## src/rtl/mqf_pkg.sv

```systemverilog
`default_nettype none
// ----------------------------------------------------------------------------
// mqf_pkg
// shared types and constants of the multi-queue message fifo: field widths,
// status codes and the command word passed from the front to the back
// ----------------------------------------------------------------------------
package mqf_pkg;

   localparam int WORD_W         = 64;
   localparam int BYTES_PER_WORD = 8;
   localparam int QID_W          = 3;
   localparam int STATUS_W       = 2;

   localparam logic [STATUS_W-1:0] ST_OK    = 2'd0;
   localparam logic [STATUS_W-1:0] ST_BADQ  = 2'd1;
   localparam logic [STATUS_W-1:0] ST_FULL  = 2'd2;
   localparam logic [STATUS_W-1:0] ST_EMPTY = 2'd3;

   localparam int CMD_DEPTH = 4;
   localparam int CMD_PTR_W = 2;
   localparam int CMD_CNT_W = 3;

   typedef struct packed {
      logic                wr_en;
      logic                emit_status;
      logic                read_msg;
      logic [STATUS_W-1:0] status;
      logic [WORD_W-1:0]   data;
   } mqf_cmd_type;

endpackage
`default_nettype wire

```

## src/rtl/mqf_front.sv

```systemverilog
`default_nettype none
// ----------------------------------------------------------------------------
// mqf_front
// accepts request words, keeps head, tail and fill count of every queue and
// the state of the send in progress, and makes a command of each word with an effect
// ----------------------------------------------------------------------------
module mqf_front #(
   parameter int QUEUES = 4,
   parameter int SLOTS  = 8,
   parameter int WORDS  = 8,
   parameter int ADDR_W = 8
) (
   input  wire logic                         clock,
   input  wire logic                         reset,
   input  wire logic                         accept,
   input  wire logic                         req_mode,
   input  wire logic [mqf_pkg::QID_W-1:0]    req_queue_id,
   input  wire logic [mqf_pkg::WORD_W-1:0]   req_data_word,
   output logic                              push,
   output mqf_pkg::mqf_cmd_type              cmd,
   output logic      [ADDR_W-1:0]            cmd_addr
);
   import mqf_pkg::*;

   localparam int QW = (QUEUES > 1) ? $clog2(QUEUES) : 1;
   localparam int SW = $clog2(SLOTS);
   localparam int CW = $clog2(SLOTS + 1);
   localparam int WW = (WORDS > 1) ? $clog2(WORDS) : 1;

   logic [SW-1:0]       head_ff  [QUEUES];
   logic [SW-1:0]       tail_ff  [QUEUES];
   logic [CW-1:0]       count_ff [QUEUES];
   logic [WW-1:0]       pos_ff;
   logic [QID_W-1:0]    target_ff;
   logic [STATUS_W-1:0] code_ff;

   logic                first;
   logic                send_last;
   logic [QID_W-1:0]    eff_target;
   logic [QID_W-1:0]    sel_q;
   logic                q_ok;
   logic [QW-1:0]       qi;
   logic [CW-1:0]       cnt;
   logic [SW-1:0]       head_sel;
   logic [SW-1:0]       tail_sel;
   logic [STATUS_W-1:0] new_code;
   logic [STATUS_W-1:0] eff_code;

   function automatic logic [ADDR_W-1:0] slot_base(input logic [QW-1:0] q,
                                                   input logic [SW-1:0] slot);
      slot_base = ADDR_W'((int'(q) * SLOTS + int'(slot)) * WORDS);
   endfunction

   function automatic logic [SW-1:0] slot_next(input logic [SW-1:0] slot);
      slot_next = (slot == SW'(SLOTS - 1)) ? '0 : slot + 1'b1;
   endfunction

   assign first      = (pos_ff == '0);
   assign send_last  = (pos_ff == WW'(WORDS - 1));
   assign eff_target = first ? req_queue_id : target_ff;
   assign sel_q      = req_mode ? req_queue_id : eff_target;
   assign q_ok       = ({1'b0, sel_q} < (QID_W + 1)'(QUEUES));
   assign qi         = sel_q[QW-1:0];
   assign cnt        = q_ok ? count_ff[qi] : '0;
   assign head_sel   = q_ok ? head_ff[qi] : '0;
   assign tail_sel   = q_ok ? tail_ff[qi] : '0;

   always_comb begin
      if (!q_ok) begin
         new_code = ST_BADQ;
      end else if (cnt >= CW'(SLOTS)) begin
         new_code = ST_FULL;
      end else begin
         new_code = ST_OK;
      end
      eff_code = first ? new_code : code_ff;
   end

   always_comb begin
      cmd             = '0;
      cmd.data        = req_data_word;
      cmd_addr        = '0;
      if (!req_mode) begin
         cmd.wr_en       = (eff_code == ST_OK);
         cmd.emit_status = send_last;
         cmd.status      = eff_code;
         cmd_addr        = slot_base(qi, tail_sel) + ADDR_W'(pos_ff);
      end else if (!q_ok) begin
         cmd.emit_status = 1'b1;
         cmd.status      = ST_BADQ;
      end else if (cnt == '0) begin
         cmd.emit_status = 1'b1;
         cmd.status      = ST_EMPTY;
      end else begin
         cmd.read_msg    = 1'b1;
         cmd_addr        = slot_base(qi, head_sel);
      end
      push = accept & (cmd.wr_en | cmd.emit_status | cmd.read_msg);
   end

   always_ff @(posedge clock) begin
      if (reset) begin
         for (int i = 0; i < QUEUES; i++) begin
            head_ff[i]  <= '0;
            tail_ff[i]  <= '0;
            count_ff[i] <= '0;
         end
         pos_ff    <= '0;
         target_ff <= '0;
         code_ff   <= ST_OK;
      end else if (accept) begin
         if (!req_mode) begin
            if (first) begin
               target_ff <= req_queue_id;
               code_ff   <= new_code;
            end
            pos_ff <= send_last ? '0 : pos_ff + 1'b1;
            if (send_last && eff_code == ST_OK) begin
               tail_ff[qi]  <= slot_next(tail_sel);
               count_ff[qi] <= cnt + 1'b1;
            end
         end else if (q_ok && cnt != '0) begin
            head_ff[qi]  <= slot_next(head_sel);
            count_ff[qi] <= cnt - 1'b1;
         end
      end
   end

endmodule
`default_nettype wire

```

## config.mk

```make
export PLATFORM = sky130hd
export DESIGN_NAME = mqf_front
export DESIGN_NICKNAME = d
export VERILOG_FILES = /design/src/rtl/mqf_pkg.sv /design/src/rtl/mqf_front.sv
export SDC_FILE = /design/constraint.sdc
export NUM_CORES = 1
export LEC_CHECK = 0
export CORE_UTILIZATION = 40
export DETAILED_ROUTE_END_ITERATION = 6
export DONT_BUFFER_PORTS = 1
export HOLD_SLACK_MARGIN = 0.06
export PLACE_DENSITY = 0.52
export SLEW_MARGIN = 0
export SYNTH_ARGS = -nofsm -noshare
export SYNTH_HDL_FRONTEND = slang
export SYNTH_SLANG_ARGS = --single-unit
```

## constraint.sdc

```tcl
create_clock -name clock -period 3.75 [get_ports clock]
set_clock_uncertainty 0.05 [all_clocks]
set_input_delay 0.5625 -clock clock [delete_from_list [all_inputs] [get_ports clock]]
set_output_delay 0.5625 -clock clock [all_outputs]
set_load 0.02 [all_outputs]
```

* After elaboration in Yosys (flattened, before gate mapping)
Memories as Yosys holds them, arrays and structs flattened. Index checks and enable logic that the tools add are counted.
Word-level totals: register bits after elaboration 8, input bits 71, memories kept 3, bits in writable memories 40
Memories:
- count_ff | depth 4, width 4, rd ports 1, clocked after Yosys merged registers in 0, write ports 4, line mqf_front.sv:32 | logic [CW-1:0] count_ff [QUEUES];
- head_ff | depth 4, width 3, rd ports 1, clocked after Yosys merged registers in 0, write ports 4, line mqf_front.sv:30 | logic [SW-1:0] head_ff [QUEUES];
- tail_ff | depth 4, width 3, rd ports 1, clocked after Yosys merged registers in 0, write ports 4, line mqf_front.sv:31 | logic [SW-1:0] tail_ff [QUEUES];
Operators by class: eq/ne operators 3, order comparisons 2, reduce and logical (&&, ||, !) cells 10, bitwise gates (word level) 5, mux-type cells 46, add/subtract/negate cells 8
Operator list (number):
- $mux 3 | 9
- $mux 8 | 3
- $mux 1 | 22
- $mux 2 | 9
- $mux 4 | 3
- $add 5x3->5 | 2
- $add 3x1->3 const B | 3
- $eq 3x3->1 const B | 3
- $add 8x3->8 | 1
- $reduce_or 3->1 | 2
- $add 4x1->4 const B | 1
- $ge 4x4->1 const B | 1
- $logic_not 4->1 | 1
- $reduce_bool 4->1 | 1
- $reduce_or 4->1 | 1
- $sub 4x1->4 const B | 1
- $logic_not 3->1 | 1
- $lt 3x3->1 const B | 1
- $or 1x1->1 | 3
- $logic_and 1x1->1 | 2
- $logic_not 2->1 | 1
- $reduce_and 2->1 | 1
- $and 1x1->1 | 1
- $not 1->1 | 1

* Logic depth before layout (Yosys ltp)
Gate-level depths: netlist (run 1).
depth after elaboration 19, depth in mapped cells 19, gate-level depth less buffers 17

* Worst setup path before layout (run 1)
No wires, ideal clock.
path type input to register, start point in req_queue_id[1] (netlist bit), end point mem count_ff[0][3] (netlist bit), data pin, buffers on the path 2, path slack -0.126 ns, setup time 0.270 ns, stages on the path 16, data arrival time 3.556 ns, path through buf_2 > mux4_2 > nand2_1 > nand2_1 > or3_4 > nand3_2 > inv_2 > buf_2 > nand2_1 > inv_1 > ha_1 > and2_1 > a2111oi_0 > and3b_1 > mux2i_2 > nor3_1
RTL lines:
- start: declaration | line mqf_front.sv:17 | input wire logic [mqf_pkg::QID_W-1:0] req_queue_id,
- end: declaration | line mqf_front.sv:32

==> impl_metrics.env, run 1 <==
export IMPL_overflow=0
export IMPL_slew_limit_headroom_pct=57.55
export IMPL_drc_errors=0
export IMPL_yosys_mux_area_fraction_pct=11.91
export IMPL_critPathCaptureType="flop"
export IMPL_required_ps=3740
export IMPL_grt_max_degree=23
export IMPL_critPathMaxStageDelay_ps=370
export IMPL_port_buffers=0
export IMPL_p_leak_uw=0.001353
export IMPL_yosys_top_cells_area="edfxtp_1, buf_4, mux2i_1"
export IMPL_setup_violations_final=0
export IMPL_whs_path_depth=1
export IMPL_grt_usage_pct=17.56
export IMPL_area_growth_pct=-3.850
export IMPL_maxSlewViolCount=0
export IMPL_ys_ff_latch=48
export IMPL_reg2reg_depth=17
export IMPL_multi_input_area_sq_um=1531
export IMPL_tightestPinTransition_ps=630.1
export IMPL_synth_cells=360
export IMPL_io_pins=149
export IMPL_place_gp_congestion=0.8067
export IMPL_synth_ff_type="edfxtp_1"
export IMPL_cp_slowest_cell="or3_4"
export IMPL_drt_iter0_markers=107
export IMPL_synth_top_cell_by_area="edfxtp_1"
export IMPL_drt_total_wl_um=7645
export IMPL_period_share_pct=95.26
export IMPL_max_freq_ghz=0.2799
export IMPL_crit_type="flop to flop"
export IMPL_path_clk_slew_ps=90
export IMPL_worstPathCellList="inv_1 > ha_2 > or2b_4 > nand3b_4 > a221oi_2 > o22ai_2 > or3_4 > nand3_4 > inv_2 > nand2_2 > inv_2 > ha_4 > a21o_1 > a2111oi_2 > and3b_1 > mux2i_2 > nor3_1"
export IMPL_yosysSeqAreaShare_pct=39.52
export IMPL_synth_nets=441
export IMPL_grt_pass1_wl_um=11850
export IMPL_max_cap_violations=0
export IMPL_busiest_layer="met2"
export IMPL_die_area_sq_um=8986
export IMPL_final_nets=380
export IMPL_viasPerCell=5.593
export IMPL_antenna_found_initial=0
export IMPL_rows=33
export IMPL_cts_tree="done"
export IMPL_cp_arrival_ps=3570
export IMPL_die_height_um=94.80
export IMPL_drive_gt1_share_pct=19.33
export IMPL_dr_total_vias=2265
export IMPL_htree_levels=2
export IMPL_synth_most_common_cell="buf_4"
export IMPL_clk_latency_ps=300
export IMPL_clock_sinks=48
export IMPL_synth_top_family_by_area="buffers and inverters"
export IMPL_avgSynthCellArea_sq_um=9.568
export IMPL_synth_top_area_share_pct=34.87
export IMPL_ys_warn_count=0
export IMPL_path_max_fanout=5
export IMPL_cts_hold_buffers=0
export IMPL_start_util_pct=41.71
export IMPL_cts_buffers=5
export IMPL_clockBufferDepth=2
export IMPL_dp_hpwl_um=5572
export IMPL_grt_use_met3_pct=4.992
export IMPL_core_sq_um=8258
export IMPL_synthTopCellsByCount="buf_4, nor2_1, edfxtp_1, nand2_1, mux2i_1"
export IMPL_synth_cell_types=51
export IMPL_clock_root_buffer="clkbuf_8"
export IMPL_regArea_sq_um=1365
export IMPL_synthAdderAreaFrac_pct=3.850
export IMPL_grtUsageMet2_pct=27.34
export IMPL_power_density_nw_per_um2=369.0
export IMPL_critical_path_most_common_cell="inv_2"
export IMPL_hold_viol=0
export IMPL_drt_first_pass_iters=4
export IMPL_synth_simple_area_share_pct=16.20
export IMPL_antenna_left=0
export IMPL_synthesis_area_sq_um=3445
export IMPL_grt_pass1_vias=2111
export IMPL_tns_ps=0
export IMPL_die_width_um=94.80
export IMPL_wl_per_cell_um=18.88
export IMPL_holdCritPathClass="input pin to flop"
export IMPL_critPathLaunchType="flop"
export IMPL_synth_compound_area_share_pct=10.39
export IMPL_rrSetupSlack_ps=180
export IMPL_period_needed_ps=3572
export IMPL_outcome="completed"
export IMPL_vdd_drop_max_v=0.0001879
export IMPL_total_power_uw=1222
export IMPL_nFillCells=816
export IMPL_insertedDiodeCount=0
export IMPL_grt_use_met1_pct=24.31
export IMPL_crit_cells=17
export IMPL_cp_top_family="simple AND/OR/NAND/NOR gates"
export IMPL_rsz0062_at_grt="false"
export IMPL_synth_xor_area_share_pct=0.2543
export IMPL_cp_buffers_inverters=3
export IMPL_synthArstFlopShare_pct=0
export IMPL_synth_edf_count=40
-- cell families after synthesis --
kind of cell    Yosys count
simple gates            119
buf+inv                  97
compound gates           50
flops                    48
mux                      35
fa+ha+maj                10
xor+xnor                  1
-- final cells by class --
cell class / instances / area share [%]
Multi-Input combinational cell: 215 / 46.24
Sequential cell: 48 / 41.22
Tap cell: 105 / 3.967
Timing Repair Buffer: 15 / 3.778
Clock buffer: 7 / 2.304
Inverter: 14 / 1.587
Clock inverter: 1 / 0.9067
-- routing by layer --
layer / routed length, um / vias to the layer above
met5: 0 / -
met3: 408 / 16
met4: 47 / 0
li1: - / 1069
met2: 3572 / 75
met1: 3617 / 1105
-- through the flow --
stage	hold slack [ps]	setup slack, ps	area (sq um)	utilization (%)	instances
after floorplan	387.2	61.84	3495	-	360
after global placement	397.5	153.2	3149	38.14	393
after detailed placement	394.8	45.92	3149	38.14	393
after CTS	260.4	12.84	3256	39.42	401
after global routing	254.7	9.027	3312	40.11	405
final	261.6	177.7	3312	40.11	405
-- repair_timing --
| item | in CTS | in global routing |
|---|---|---|
| resized for setup | 0 | 11 |
| setup endpoints to repair | 0 | 7 |
| setup buffers | 0 | 4 |
-- worst reg2reg max path, cell delays in order (launching register included) --
cell and delay [ps]:
dfxtp_2 350, inv_1 60, ha_2 190, or2b_4 230, nand3b_4 100, a221oi_2 270
o22ai_2 130, or3_4 370, nand3_4 110, inv_2 50, nand2_2 80, inv_2 50
ha_4 220, a21o_1 200, a2111oi_2 320, and3b_1 230, mux2i_2 240, nor3_1 80
-- cell usage in the layout, fill, tap and decap left out, types with 7 or more instances in the layout --
| master | count |
|---|---|
| mux2_2 | 12 |
| edfxtp_1 | 40 |
| mux2i_1 | 18 |
| ha_1 | 7 |
| buf_4 | 14 |
| nand2_1 | 33 |
| a21oi_1 | 7 |
| o21ai_0 | 8 |
| nor2_1 | 47 |
| inv_1 | 12 |
-- final timing paths --
check | startpoint | to
worst max register to register | pos_ff[1]$_SDFFE_PP0P_ | count_ff[1][3]$_SDFFCE_PN0P_
worst min register to register | code_ff[0]$_SDFFE_PP0P_ | code_ff[0]$_SDFFE_PP0P_
worst max-delay path | pos_ff[1]$_SDFFE_PP0P_ | count_ff[1][3]$_SDFFCE_PN0P_
worst min-delay path | reset | pos_ff[1]$_SDFFE_PP0P_
-- sequential cells by signal, indices dropped and copies added (netlist names) --
| signal | cells |
|---|---|
| code_ff | 2 |
| count_ff | 16 |
| head_ff | 12 |
| pos_ff | 3 |
| tail_ff | 12 |
| target_ff | 3 |
-- report_power, final --
part | switching [uW] | internal (uW)
sequential | 11.6 | 599
clock | 184 | 200
combinational | 137 | 90.2
Power figures use the tool's default switching activity.
==> run 2: changes to the inputs <==
--- a/config.mk
+++ b/config.mk
@@ -5,6 +5,7 @@
 export SDC_FILE = /design/constraint.sdc
 export NUM_CORES = 1
 export LEC_CHECK = 0
+export CORE_ASPECT_RATIO = 2
 export CORE_UTILIZATION = 40
 export DETAILED_ROUTE_END_ITERATION = 6
 export DONT_BUFFER_PORTS = 1
==> run 2 against run 1 <==
Net effect:
- routed wire length up 6.3%
- clock power rose by 17%
- maximum frequency shrank 0.77%
- register-to-register slack lost 30 ps
- power increased by 6.1%
- hold slack improved by 14 ps
- sequential share of layout area down 0.67 points
- sequential power barely moved
- core utilization rose by 0.46 points
- first-iteration DRC count up 36%
==> impl_metrics.env, run 2 (synthesis results as in run 1) <==
export IMPL_reg2reg_depth=17
export IMPL_io_pins=149
export IMPL_crit_type="flop to flop"
export IMPL_required_ps=3720
export IMPL_die_area_sq_um=9009
export IMPL_critPathCaptureType="flop"
export IMPL_insertedDiodeCount=0
export IMPL_wl_met2_um=4871
export IMPL_whs_path_depth=1
export IMPL_antenna_left=0
export IMPL_core_sq_um=8292
export IMPL_die_height_um=133.2
export IMPL_holdPathEnd="pos_ff[0]$_SDFFE_PP0P_"
export IMPL_drt_iter0_markers=146
export IMPL_final_area_sq_um=3363
export IMPL_period_needed_ps=3600
export IMPL_wl_per_cell_um=20.47
export IMPL_slew_limit_headroom_pct=60.14
export IMPL_maxSlewViolCount=0
export IMPL_max_cap_violations=0
export IMPL_clock_root_buffer="clkbuf_16"
export IMPL_most_common_layout_cells="nor2_1, edfxtp_1, nand2_1, mux2i_1, buf_4"
export IMPL_top_layer="met4"
export IMPL_wl_met1_um=2539
export IMPL_place_gp_congestion=0.8738
export IMPL_tightestPinTransition_ps=596.5
export IMPL_dpl_cell_area_sq_um=3148
export IMPL_hold_viol=0
export IMPL_htree_levels=2
export IMPL_grt_pass1_wl_um=12580
export IMPL_timing_rr_start="pos_ff[1]$_SDFFE_PP0P_"
export IMPL_largest_register="count_ff"
export IMPL_wl_met3_um=407
export IMPL_holdCritPathClass="input pin to flop"
export IMPL_period_share_pct=96.00
export IMPL_rrSetupSlack_ps=150
export IMPL_critPathLaunchType="flop"
export IMPL_hold_start="reset"
export IMPL_cp_arrival_ps=3570
export IMPL_grt_pass1_vias=2362
export IMPL_drc_errors=0
export IMPL_final_nets=379
export IMPL_die_width_um=67.62
export IMPL_drt_total_wl_um=8125
export IMPL_grt_usage_pct=19.58
export IMPL_outcome="completed"
export IMPL_antenna_found_initial=0
export IMPL_nFillCells=814
export IMPL_cts_tree="done"
export IMPL_max_freq_ghz=0.2778
export IMPL_clockBufferDepth=2
export IMPL_path_clk_slew_ps=70
export IMPL_path_max_fanout=5
export IMPL_hold_ws_ps=276.1
export IMPL_cts_hold_buffers=0
export IMPL_drive_gt1_share_pct=20.07
export IMPL_cts_buffers=5
export IMPL_overflow=0
export IMPL_viasPerCell=5.599
export IMPL_layout_commonest_cell="nor2_1"
export IMPL_setup_violations_final=0
export IMPL_p_leak_uw=0.001369
export IMPL_vdd_drop_max_v=0.0002809
export IMPL_largest_reg_flops=16
export IMPL_drt_first_pass_iters=4
export IMPL_dr_total_vias=2223
export IMPL_clk_latency_ps=290
export IMPL_start_util_pct=41.54
export IMPL_area_growth_pct=-2.361
export IMPL_power_density_nw_per_um2=385.4
export IMPL_top_regs="count_ff: 16 flops, head_ff: 12 flops, tail_ff: 12 flops"
export IMPL_r2r_end="count_ff[0][3]$_SDFFCE_PN0P_"
export IMPL_dp_hpwl_um=6368
export IMPL_grt_max_degree=23
export IMPL_rows=47
export IMPL_port_buffers=0
export IMPL_clock_sinks=48
run 2: cell count changes in the layout (fill, tap and decap cells not counted), sizes merged:
cell      change
buf           -1
bufinv        -1
clkbuf        -1
clkinv        +1
clkinvlp      +1
run 2: power by group:
part	internal, uW	switching, uW	leakage (uW)	total, uW
logic	92.5	144	0.000821	237
registers	599	11.6	0.000481	611
clock network	249	200	0.0000671	449
run 2: through the flow:
| step | power [uW] | std cells | setup WS, ps | setup TNS (ps) | utilization, % |
|---|---|---|---|---|---|
| 4_1_cts | 1299 | 395 | 24.65 | 0 | 39.84 |
| 5_1_grt | 1347 | 397 | -13.30 | -13.30 | 40.56 |
| 3_3_place_gp | 845.9 | 387 | 89.25 | 0 | 37.97 |
| 6_report | 1296 | 397 | 150.0 | 0 | 40.56 |
| 2_1_floorplan | 894.8 | 360 | 61.84 | 0 | - |
| 3_5_place_dp | 847.8 | 387 | 5.954 | 0 | 37.97 |
run 2: worst max-delay path by stage:
stage / end / start
CTS: count_ff[2][3]$_SDFFCE_PN0P_ / pos_ff[1]$_SDFFE_PP0P_
floorplan: count_ff[0][3]$_SDFFCE_PN0P_ / req_queue_id[1]
global route: count_ff[0][3]$_SDFFCE_PN0P_ / pos_ff[0]$_SDFFE_PP0P_
detailed placement: count_ff[2][3]$_SDFFCE_PN0P_ / pos_ff[1]$_SDFFE_PP0P_
global placement: count_ff[2][3]$_SDFFCE_PN0P_ / pos_ff[0]$_SDFFE_PP0P_
finish: count_ff[0][3]$_SDFFCE_PN0P_ / pos_ff[1]$_SDFFE_PP0P_
run 2: area by class of cell:
type	instances	area [sq um]	area share (%)
Clock buffer	6	128.9	3.832
Clock inverter	2	16.27	0.4836
Inverter	14	52.55	1.562
Multi-Input combinational cell	215	1562	46.43
Sequential cell	48	1364	40.55
Tap cell	98	122.6	3.646
Timing Repair Buffer	14	117.6	3.497
run 2: routing by layer:
metal	vias up	track usage (%)
met5	-	0
met4	0	11.11
met3	25	2.825
met2	50	37.07
met1	1082	18.50
li1	1066	-
run 2: timing repair:
action / in CTS / in global routing
endpoints found under the setup margin: 3 / 12
buffers inserted: 0 / 2
resized for setup: 3 / 13
hold endpoints to repair: 0 / 0
pin swaps: 0 / 3
run 2: critical path: stages (launching register included):
cell       delay, ps
dfxtp_2          340
inv_1             60
ha_2             180
or2b_4           240
nand3b_4         120
a221oi_2         270
o22ai_2          140
or3_4            370
nand3_4          100
inv_2             40
nand2_2           80
inv_2             60
ha_4             220
a21o_1           190
a2111oi_2        310
and3b_2          270
mux2i_4          230
nor3_1            70
==> run 3: changes to the inputs <==
--- a/config.mk
+++ b/config.mk
@@ -7,6 +7,7 @@
 export LEC_CHECK = 0
 export CORE_ASPECT_RATIO = 2
 export CORE_UTILIZATION = 40
+export CTS_CLUSTER_SIZE = 14
 export DETAILED_ROUTE_END_ITERATION = 6
 export DONT_BUFFER_PORTS = 1
 export HOLD_SLACK_MARGIN = 0.06
==> constraint.sdc (replaced) <==
create_clock -name clock -period 3.75 [get_ports clock]
set_clock_uncertainty 0.05 [all_clocks]
set_input_delay 0.75 -clock clock [delete_from_list [all_inputs] [get_ports clock]]
set_output_delay 0.75 -clock clock [all_outputs]
set_load 0.05 [all_outputs]
==> run 3 against run 2 <==
Net effect:
- hold slack better by 130 ps
- critical path depth did not move
- sequential power about the same
- first-iteration DRC count up 25%
- final area is 3.8% higher
- die area stayed put
- critical path type unchanged
- critical endpoint is now count_ff[1][3]$_SDFFCE_PN0P_
- largest power group unchanged
==> impl_metrics.env, run 3 (synthesis results as in run 1) <==
export IMPL_port_buffers=0
export IMPL_outcome="completed"
export IMPL_cp_top_family="simple AND/OR/NAND/NOR gates"
export IMPL_critPathCaptureType="flop"
export IMPL_overflow=0
export IMPL_tightestPinTransition_ps=941.5
export IMPL_required_ps=3730
export IMPL_cts_buffers=5
export IMPL_p_comb_share_pct=19.5
export IMPL_vdd_drop_max_v=0.0005444
export IMPL_cp_startpoint="pos_ff[1]$_SDFFE_PP0P_"
export IMPL_area_growth_pct=1.344
export IMPL_dr_total_vias=2271
export IMPL_hold_start="code_ff[0]$_SDFFE_PP0P_"
export IMPL_path_max_fanout=5
export IMPL_start_util_pct=41.54
export IMPL_grt_max_degree=23
export IMPL_total_power_uw=1428
export IMPL_layout_commonest_cell="nor2_1"
export IMPL_cp_buffers_inverters=3
export IMPL_cts_tree="done"
export IMPL_insertedDiodeCount=0
export IMPL_holdCritPathClass="flop to flop"
export IMPL_nFillCells=818
export IMPL_crit_type="flop to flop"
export IMPL_power_density_nw_per_um2=409.0
export IMPL_die_width_um=67.62
export IMPL_viasPerCell=5.580
export IMPL_max_freq_ghz=0.2760
export IMPL_top_regs="count_ff: 16 flops, head_ff: 12 flops, tail_ff: 12 flops"
export IMPL_pwr_share_clk_pct=37.7
export IMPL_slew_limit_headroom_pct=37.10
export IMPL_worstPathCellList="inv_2 > ha_4 > or2b_4 > nand3b_4 > a221oi_2 > o22ai_1 > or3_4 > nand3_4 > inv_2 > nand2_2 > inv_2 > ha_4 > a21o_1 > a2111oi_2 > and3b_2 > mux2i_4 > nor3_1"
export IMPL_period_needed_ps=3623
export IMPL_max_cap_violations=0
export IMPL_drt_total_wl_um=8038
export IMPL_clock_root_buffer="clkbuf_16"
export IMPL_cp_slowest_cell="or3_4"
export IMPL_seqPwrFrac_pct=42.8
export IMPL_critical_path_most_common_cell="inv_2"
export IMPL_drive_gt1_share_pct=24.60
export IMPL_grt_pass1_wl_um=12350
export IMPL_antenna_left=0
export IMPL_cp_arrival_ps=3600
export IMPL_clockBufferDepth=2
export IMPL_period_share_pct=96.62
export IMPL_htree_levels=2
export IMPL_critPathMaxStageDelay_ps=430
export IMPL_maxSlewViolCount=0
export IMPL_die_height_um=133.2
export IMPL_switching_share_pct=27.33
export IMPL_largest_reg_flops=16
export IMPL_final_nets=389
export IMPL_io_pins=149
export IMPL_die_area_sq_um=9009
export IMPL_core_sq_um=8292
export IMPL_path_clk_slew_ps=70
export IMPL_drt_first_pass_iters=4
export IMPL_hold_ws_ps=406.5
export IMPL_most_common_layout_cells="nor2_1, edfxtp_1, nand2_1, buf_4, mux2i_1"
export IMPL_drc_errors=0
export IMPL_largest_register="count_ff"
export IMPL_setup_violations_final=0
export IMPL_p_int_uw=1037
export IMPL_grt_usage_pct=19.29
export IMPL_rows=47
export IMPL_dp_hpwl_um=6124
export IMPL_clk_latency_ps=300
export IMPL_critPathLaunchType="flop"
export IMPL_p_leak_uw=0.001438
export IMPL_hold_viol=0
export IMPL_switchingPower_uw=390.2
export IMPL_wl_per_cell_um=19.75
export IMPL_grt_pass1_vias=2400
export IMPL_antenna_found_initial=0
export IMPL_clock_sinks=48
export IMPL_timing_rr_start="pos_ff[1]$_SDFFE_PP0P_"
export IMPL_regArea_sq_um=1364
export IMPL_multi_input_area_sq_um=1582
export IMPL_place_gp_congestion=0.8951
export IMPL_drt_iter0_markers=183
[run 3: changes by cell type in the layout (fill, tap and decap cells not counted), sizes merged]
cell,before,now
buf,14,24
bufinv,0,1
clkinvlp,1,0
[run 3: metal layers]
layer  part of all wire (%)  vias to the layer above  GRT usage [%]
met5                      0                        -              0
met4                    2.7                        0          10.28
met3                    5.0                       22          4.366
met2                     59                       55          36.30
met1                     33                     1101          17.77
li1                       -                     1093              -
[run 3: final timing paths]
path / end / slack (ps) / cells after the start
hold reg to reg: code_ff[0]$_SDFFE_PP0P_ / 410 / 2
setup / recovery: count_ff[1][3]$_SDFFCE_PN0P_ / 130 / 17
setup reg to reg: count_ff[1][3]$_SDFFCE_PN0P_ / 130 / 17
hold / removal: code_ff[0]$_SDFFE_PP0P_ / 410 / 2
[run 3: tightest hold or removal path: stages, from the launching register on]
cell and delay, ps:
dfxtp_1 320, nand2_1 50, a21oi_1 50
[run 3: what timing repair did]
action,4_1_cts,5_1_grt
buffers inserted,0,6
pin swaps,0,6
setup endpoints to repair,5,8
hold buffers,0,0
resized for setup,6,12
[run 3: metrics by stage]
step	worst slack (ps)	util [%]	TNS, ps	cell area, sq um	instances
after floorplan	-53.18	-	-201.8	3515	360
after global placement	49.81	38.61	0	3202	393
after detailed placement	-24.72	38.61	-56.70	3202	393
after CTS	19.05	41.06	0	3405	401
after global routing	-19.88	42.10	-24.55	3491	407
final	126.8	42.10	0	3491	407
[run 3: power by group through the flow]
stage / sequential, uW / clock [uW] / combinational, uW
detailed placement: 622 / 0 / 264
CTS: 610 / 543 / 271
global placement: 622 / 0 / 262
finish: 611 / 538 / 278
floorplan: 617 / 0 / 393
global route: 613 / 559 / 301
[run 3: cell type report]
cell class	count	share of cell area, %
inverter	14	1.505
clock inverter	2	1.111
multi-input combinational	215	45.30
clock buffer	6	3.978
timing repair buffer	24	5.520
sequential	48	39.07
tap	98	3.513
